--- config.mk ---
export PLATFORM = sky130hd
export DESIGN_NAME = dogf_cell
export DESIGN_NICKNAME = d
export VERILOG_FILES = /design/src/sv/dogf_pkg.sv /design/src/sv/dogf_cell.sv
export SDC_FILE = /design/constraint.sdc
export NUM_CORES = 1
export LEC_CHECK = 0
export BUFFER_PORTS_ARGS = -buffer_cell sky130_fd_sc_hd__buf_4
export CAP_MARGIN = 20
export CORE_AREA = 2 2 115 117
export CTS_BUF_LIST = sky130_fd_sc_hd__clkbuf_8
export CTS_CLUSTER_DIAMETER = 30
export DETAILED_ROUTE_END_ITERATION = 8
export DIE_AREA = 0 0 117 119
export PLACE_DENSITY_LB_ADDON = 0.3
export SETUP_SLACK_MARGIN = 0.5
export SYNTH_ARGS = -nofsm -noshare
export SYNTH_HDL_FRONTEND = slang
export SYNTH_SLANG_ARGS = --single-unit
--- constraint.sdc ---
create_clock -name clk_i -period 1.1 [get_ports clk_i]
set_clock_uncertainty 0.2 [all_clocks]
set_input_delay 0.22 -clock clk_i [delete_from_list [all_inputs] [get_ports clk_i]]
set_output_delay 0.22 -clock clk_i [all_outputs]
set_load 0.01 [all_outputs]
--- src/sv/dogf_pkg.sv ---
// dogf_pkg: shared constants, types and weight functions of the difference of
// gaussians filter unit
// depends on nothing; used by every module of the unit
`default_nettype none
package dogf_pkg;

  localparam int BIG_RADIUS     = 13;
  localparam int SMALL_RADIUS   = 6;
  localparam int KER            = (BIG_RADIUS > SMALL_RADIUS) ? BIG_RADIUS : SMALL_RADIUS;
  localparam int WIN            = 2 * KER + 1;
  localparam int LROWS          = 2 * KER;
  localparam int COEF_FRAC_BITS = 16;
  localparam int CFG_W          = 12;
  localparam int PIX_W          = 8;
  localparam int COEF_W         = 18;
  localparam int PROD_W         = COEF_W + PIX_W + 1;
  localparam int ACC_W          = 36;
  localparam int DOG_W          = 25;
  localparam int ROW_W          = 12;
  localparam int MAX_ROW        = 4095;

  typedef logic [WIN-1:0][PIX_W-1:0] pix_vec_t;

  typedef enum logic [1:0] {
    CFG_FRAME_WIDTH  = 2'd0,
    CFG_FRAME_HEIGHT = 2'd1
  } cfg_reg_e;

  typedef struct packed {
    logic load;
    logic shift;
  } cell_ctl_t;

  // exp(-d*d/6.48) in q0.24
  function automatic longint tap_e(input int d);
    longint v;
    case (d)
      0:       v = 64'd16777216;
      1:       v = 64'd14378022;
      2:       v = 64'd9049756;
      3:       v = 64'd4183434;
      4:       v = 64'd1420326;
      5:       v = 64'd354161;
      6:       v = 64'd64859;
      7:       v = 64'd8724;
      8:       v = 64'd862;
      9:       v = 64'd63;
      10:      v = 64'd3;
      default: v = 64'd0;
    endcase
    return v;
  endfunction

  function automatic longint s_sum(input int radius, input int step);
    longint s;
    s = tap_e(0);
    for (int d = 1; d <= radius; d++) begin
      s = s + 2 * tap_e(d * step);
    end
    return s;
  endfunction

  localparam longint S_BIG   = s_sum(BIG_RADIUS, 1);
  localparam longint S_SMALL = s_sum(SMALL_RADIUS, 2);

  function automatic longint g_big(input int d);
    return ((tap_e(d) << 24) + S_BIG / 2) / S_BIG;
  endfunction

  function automatic longint g_small(input int d);
    return ((tap_e(2 * d) << 24) + S_SMALL / 2) / S_SMALL;
  endfunction

  function automatic longint w2d(input longint ga, input longint gb);
    return (ga * gb + (64'd1 << (47 - COEF_FRAC_BITS))) >> (48 - COEF_FRAC_BITS);
  endfunction

  // combined signed weight: small kernel minus big kernel
  function automatic logic signed [COEF_W-1:0] dog_coef(input int r, input int c);
    int a;
    int b;
    longint ws;
    longint wb;
    a = (r >= KER) ? r - KER : KER - r;
    b = (c >= KER) ? c - KER : KER - c;
    ws = 0;
    wb = 0;
    if (a <= SMALL_RADIUS && b <= SMALL_RADIUS) begin
      ws = w2d(g_small(a), g_small(b));
    end
    if (a <= BIG_RADIUS && b <= BIG_RADIUS) begin
      wb = w2d(g_big(a), g_big(b));
    end
    return COEF_W'(ws - wb);
  endfunction

endpackage
`default_nettype wire

--- src/sv/dogf_cell.sv ---
// dogf_cell: one window column position, weighted column sum plus running sum
// handed to the next cell; depends on dogf_pkg
`default_nettype none
module dogf_cell import dogf_pkg::*; #(
  parameter int COL = 0
) (
  input  wire logic                    clk_i,
  input  wire logic                    rst_ni,
  input  wire cell_ctl_t               ctl_i,
  input  wire pix_vec_t                col_i,
  input  wire logic signed [ACC_W-1:0] acc_i,
  output logic signed [ACC_W-1:0]      acc_o
);

  logic signed [PROD_W-1:0] prod [WIN];
  logic signed [ACC_W-1:0]  cs_d, cs_q;
  logic signed [ACC_W-1:0]  acc_d, acc_q;

  for (genvar r = 0; r < WIN; r++) begin : g_tap
    localparam logic signed [COEF_W-1:0] W = dog_coef(r, COL);
    assign prod[r] = PROD_W'($signed({1'b0, col_i[r]})) * PROD_W'(W);
  end

  always_comb begin
    cs_d = '0;
    for (int r = 0; r < WIN; r++) begin
      cs_d = cs_d + ACC_W'(prod[r]);
    end
    acc_d = acc_i + cs_q;
  end

  always_ff @(posedge clk_i or negedge rst_ni) begin
    if (!rst_ni) begin
      cs_q  <= '0;
      acc_q <= '0;
    end else begin
      if (ctl_i.load) begin
        cs_q <= cs_d;
      end
      if (ctl_i.shift) begin
        acc_q <= acc_d;
      end
    end
  end

  assign acc_o = acc_q;

endmodule
`default_nettype wire

==> Yosys cells after proc, flatten, opt, wreduce, memory -nomap -nowiden <==
Cells that the tools add are included.
{ "classes": {"addsub": 0, "multipliers": 0, "div": 0, "order_cmp": 0, "eq_ne": 0, "n_shift": 0, "muxes": 0, "bitwise": 0, "reduce_logical": 0} }
{ "word_totals": {"regBits": 36, "latchBits": 0, "ram_bits": 0, "mem_bits_ro": 0, "out_inout_bits": 36, "elab_cells": 1, "mem_count": 0} }

==> Longest topological paths before layout <==
{ "logic_depth": {"depth_word": 0, "depth_mapped": 3, "ltp_nobuf": 1} }

==> Least setup slack after synthesis <==
Ideal clock, no wire load.
{ "synth_timing": {"path_kind": "input port to flip-flop", "startpoint": "input port ctl_i[0] (netlist name)", "endpoint": "register acc_q[10], in the netlist acc_o[10]", "setup_ps": 125, "t_arrival_ps": 786, "required_time_ps": 775, "setup_slack_ps": -11, "stages": 3, "n_path_buf": 2, "cell_sequence": "buf_6 > buf_12 > mux2_4"} }
{ "synth_lines": {"columns": ["element", "line", "rtl"], "rows": [
  ["from (decl)", "dogf_cell.sv:9", "input wire cell_ctl_t ctl_i,"],
  ["to (signal assigned)", "dogf_cell.sv:35", "acc_q <= '0;"],
  ["to (signal assigned)", "dogf_cell.sv:41", "acc_q <= acc_d;"],
  ["to (decl)", "dogf_cell.sv:17", "logic signed [ACC_W-1:0] acc_d, acc_q;"]
]} }
No word-level cell between the ends.

==> Final worst setup path <==
{ "layout_timing": {"startpoint": "register acc_q[29], in the netlist acc_o[29]", "endpoint": "output port acc_o[29]"} }
{ "layout_lines": {"columns": ["element", "line", "rtl"], "rows": [
  ["to (decl)", "dogf_cell.sv:12", "output logic signed [ACC_W-1:0] acc_o"]
]} }
No word-level cell between the ends.

==> metrics.log <==
[metrics] startpoint type of the worst setup path: flop
[metrics] CP max stage cell: dfrtp_1
[metrics] origin of the critical flop-to-flop path: acc_o[14]$_DFFE_PN0P_
[metrics] slew of the pin with the lowest slew margin: roughly 0.5 ns
[metrics] sum of negative setup slack: -5.41 ns
[metrics] post-place setup slack: -0.126 ns
[metrics] final setup vio count: 41
[metrics] total wirelength of the detailed-routed design: 3440 um
[metrics] Congestion Overflow GR: 0
[metrics] max FFs per register: 36
[metrics] min-delay worst type: primary input to asynchronous set/reset pin
[metrics] distinct cell type count of the synthesized netlist: 5
[metrics] proportion of synthesized chip area in sequential cells: between 60 and 70%
[metrics] total number of vias: a little under 1,000
[metrics] post-synthesis average cell area: 19.6 um^2
[metrics] crit path capture type: output port
[metrics] Total Nets Final: between 400 and 500
[metrics] Cell Rows: 42
[metrics] chip height: roughly 120 um
[metrics] Post-DRT Antenna Nets: 0
[metrics] clock edge transition at the registers on the reported setup and hold paths: ~0.070 ns
[metrics] sequential share of power: 45.4%
[metrics] net count of the mapped netlist: approximately 330
[metrics] starting utilization of the core area: between 10% and 20%
[metrics] capturing point of the worst reg2reg path: acc_o[14]$_DFFE_PN0P_
[metrics] global-route usage over all layers: roughly 5.2%
[metrics] number of hold-slack violations in the final timing report: a little over 70
[metrics] core box area: ~13,000 um^2
[metrics] final critical-path required period: 1.26 ns
[metrics] final slew viol count: 0
[metrics] Worst setup startpoint: acc_o[29]$_DFFE_PN0P_
[metrics] CTS Buffer Depth: 2
[metrics] Pint: 2.56 mW
[metrics] setup repair after global routing missed its margin: true
[metrics] number of design-rule violations left by the first detailed-router iteration: 7
[metrics] Hold Slack: -0.334 ns
[metrics] Seq cells post-synth: 36
[metrics] share of total power consumed by net switching: around a quarter
[metrics] number of maximum-capacitance violations: 0
[metrics] residual DRC count: 0
[metrics] IR Drop Worst-Case VDD: between 0.0003 and 0.0004 V
[metrics] logic depth of the worst path, buffers included: 1
[metrics] DIE WIDTH: about 120 um
[metrics] first-pass GRT wire length: 5260 um
[metrics] WS Path Type: flop to output port
[metrics] post-detailed-route wirelength per cell: 9.88 um
[metrics] initial antenna violation count: 0
[metrics] count of input and output buffers: between 70 and 80
[metrics] post-route worst setup slack: -0.161 ns
[metrics] cell leakage power: approximately 1.3 nW
[metrics] power density normalized to cell area: between 1000 and 1500 nW/um^2
[metrics] Detailed Place HPWL: 2270 um
[metrics] setup slack of the worst register-to-register path: -0.09 ns
[metrics] Worst EP arrival: approximately 0.84 ns
[metrics] buffers and inverters on the worst path: 1
[metrics] cells after synthesis: 76
[metrics] IO Pins: a little under 300
[metrics] DR pass1 iterations: 3
[metrics] via count of the first global-routing pass: roughly 1,000
[metrics] Max Freq: 793 MHz
[metrics] switching component of the power: between 0.8 and 0.9 mW
[metrics] clock tree from TritonCTS: built
[metrics] part of the power in the clock network: 29.6%
[metrics] Antenna Diode Count: 0
[metrics] post-route fraction of the period consumed by the critical path: 115%
[metrics] tightest slew margin relative to the limit: about two thirds
[metrics] kind of cell with the highest combined delay on the critical path: flip-flops
[metrics] layout overhead on the synthesized area: 75.6%
[metrics] r2r worst-path depth: 3
[metrics] largest fanout of any net on the critical path: 2
[metrics] die area: between 10,000 and 15,000 um^2
[metrics] Via density: between 2 and 3
[metrics] critical path, cell by cell: buf_6
[metrics] CP Data Required Time: 0.68 ns
[metrics] clock latency on the worst-skew pair: ~0.30 ns
[metrics] Largest stage delay, worst path: 0.41 ns
[metrics] share of total power in combinational logic: approximately 25%
[metrics] number of buffers added by the clock tree synthesis step: 5
[metrics] Filler cells: 1,420
[metrics] maximum level of the CTS H-tree: 2
[metrics] final weighted congestion of routability-driven global placement: just under 0.6
[metrics] Clk Tree Root Cell: clkbuf_8
[metrics] synthesis warning total: 0
[metrics] violations in the final reports: negative hold slack, negative setup slack
[metrics] pin count of the biggest net entering global routing: 37
[metrics] capture point of the critical path: acc_o[29]
[metrics] area of the mapped netlist: between 1000 and 1500 um^2
[metrics] result of the run: finished with violations
[metrics] clock net sink count: 36
[metrics] proportion of layout cells with a drive suffix above 1: between 70 and 80%
power by group through the flow:
stage,logic [mW],clock network (mW),registers [mW]
after floorplan,0.262,0,1.61
after global placement,0.681,0,1.56
after detailed placement,0.685,0,1.55
after CTS,0.801,1.12,1.55
after global routing,0.920,1.19,1.57
final,0.856,1.02,1.56
worst min-delay path by stage:
stage	end	slack (ns)	start	cells after the start
2_1_floorplan	acc_o[0]$_DFFE_PN0P_	-0.28	rst_ni	0
3_3_place_gp	acc_o[27]$_DFFE_PN0P_	0.03	rst_ni	1
3_5_place_dp	acc_o[34]$_DFFE_PN0P_	0.02	rst_ni	1
4_1_cts	acc_o[34]$_DFFE_PN0P_	-0.33	rst_ni	1
5_1_grt	acc_o[6]$_DFFE_PN0P_	-0.31	rst_ni	1
6_report	acc_o[27]$_DFFE_PN0P_	-0.33	rst_ni	1
repair_timing:
item / in CTS / in global routing
setup endpoints to repair: 72 / 72
buffers inserted: 7 / 9
gates cloned: 0 / 0
resized for setup: 36 / 9
endpoints found under the hold margin: 72 / 72
final cells by class:
type | count | area [um^2] | area share [%]
Sequential cell | 36 | 901 | 34.4
Clock buffer | 6 | 82.6 | 3.16
Timing Repair Buffer | 92 | 881 | 33.7
Multi-Input combinational cell | 36 | 522 | 19.9
Tap cell | 176 | 220 | 8.42
Clock inverter | 2 | 10.0 | 0.383
kinds of logic (layout without fill, tap and decap cells):
kind of cell,count (synthesis),count (layout),share of synthesized area (%)
buf+inv,4,100,4.79
flops,36,36,60.5
mux,36,36,34.8
metal layers:
metal / global-route usage [%] / part of all wire [%]
met1: 5.98 / 42
met2: 7.51 / 47
met3: 3.31 / 9.7
met4: 2.21 / 1.7
met5: 0 / 0
Yosys cell counts, drive strengths merged:
| library cell | n | area [um^2] |
|---|---|---|
| dfrtp | 36 | 901 |
| mux2 | 36 | 518 |
| buf | 4 | 71.3 |
layout by cell type (no fill, tap or decap):
master	Yosys	routed
mux2_2	6	5
buf_12	3	2
dfrtp_1	36	36
mux2_4	30	31
buf_4	0	46
clkinv_2	0	2
clkbuf_8	0	6
buf_6	1	44
per-stage QoR:
| step | instance area (um^2) | total power [mW] | util [%] | std cells |
|---|---|---|---|---|
| 2_1_floorplan | 1500 | 1.87 | - | 76 |
| 3_3_place_gp | 2230 | 2.24 | 17.4 | 324 |
| 3_5_place_dp | 2230 | 2.24 | 17.4 | 324 |
| 4_1_cts | 2510 | 3.48 | 19.5 | 339 |
| 5_1_grt | 2620 | 3.68 | 20.3 | 348 |
| 6_report | 2620 | 3.43 | 20.3 | 348 |
(Power assumes the default switching activity.)
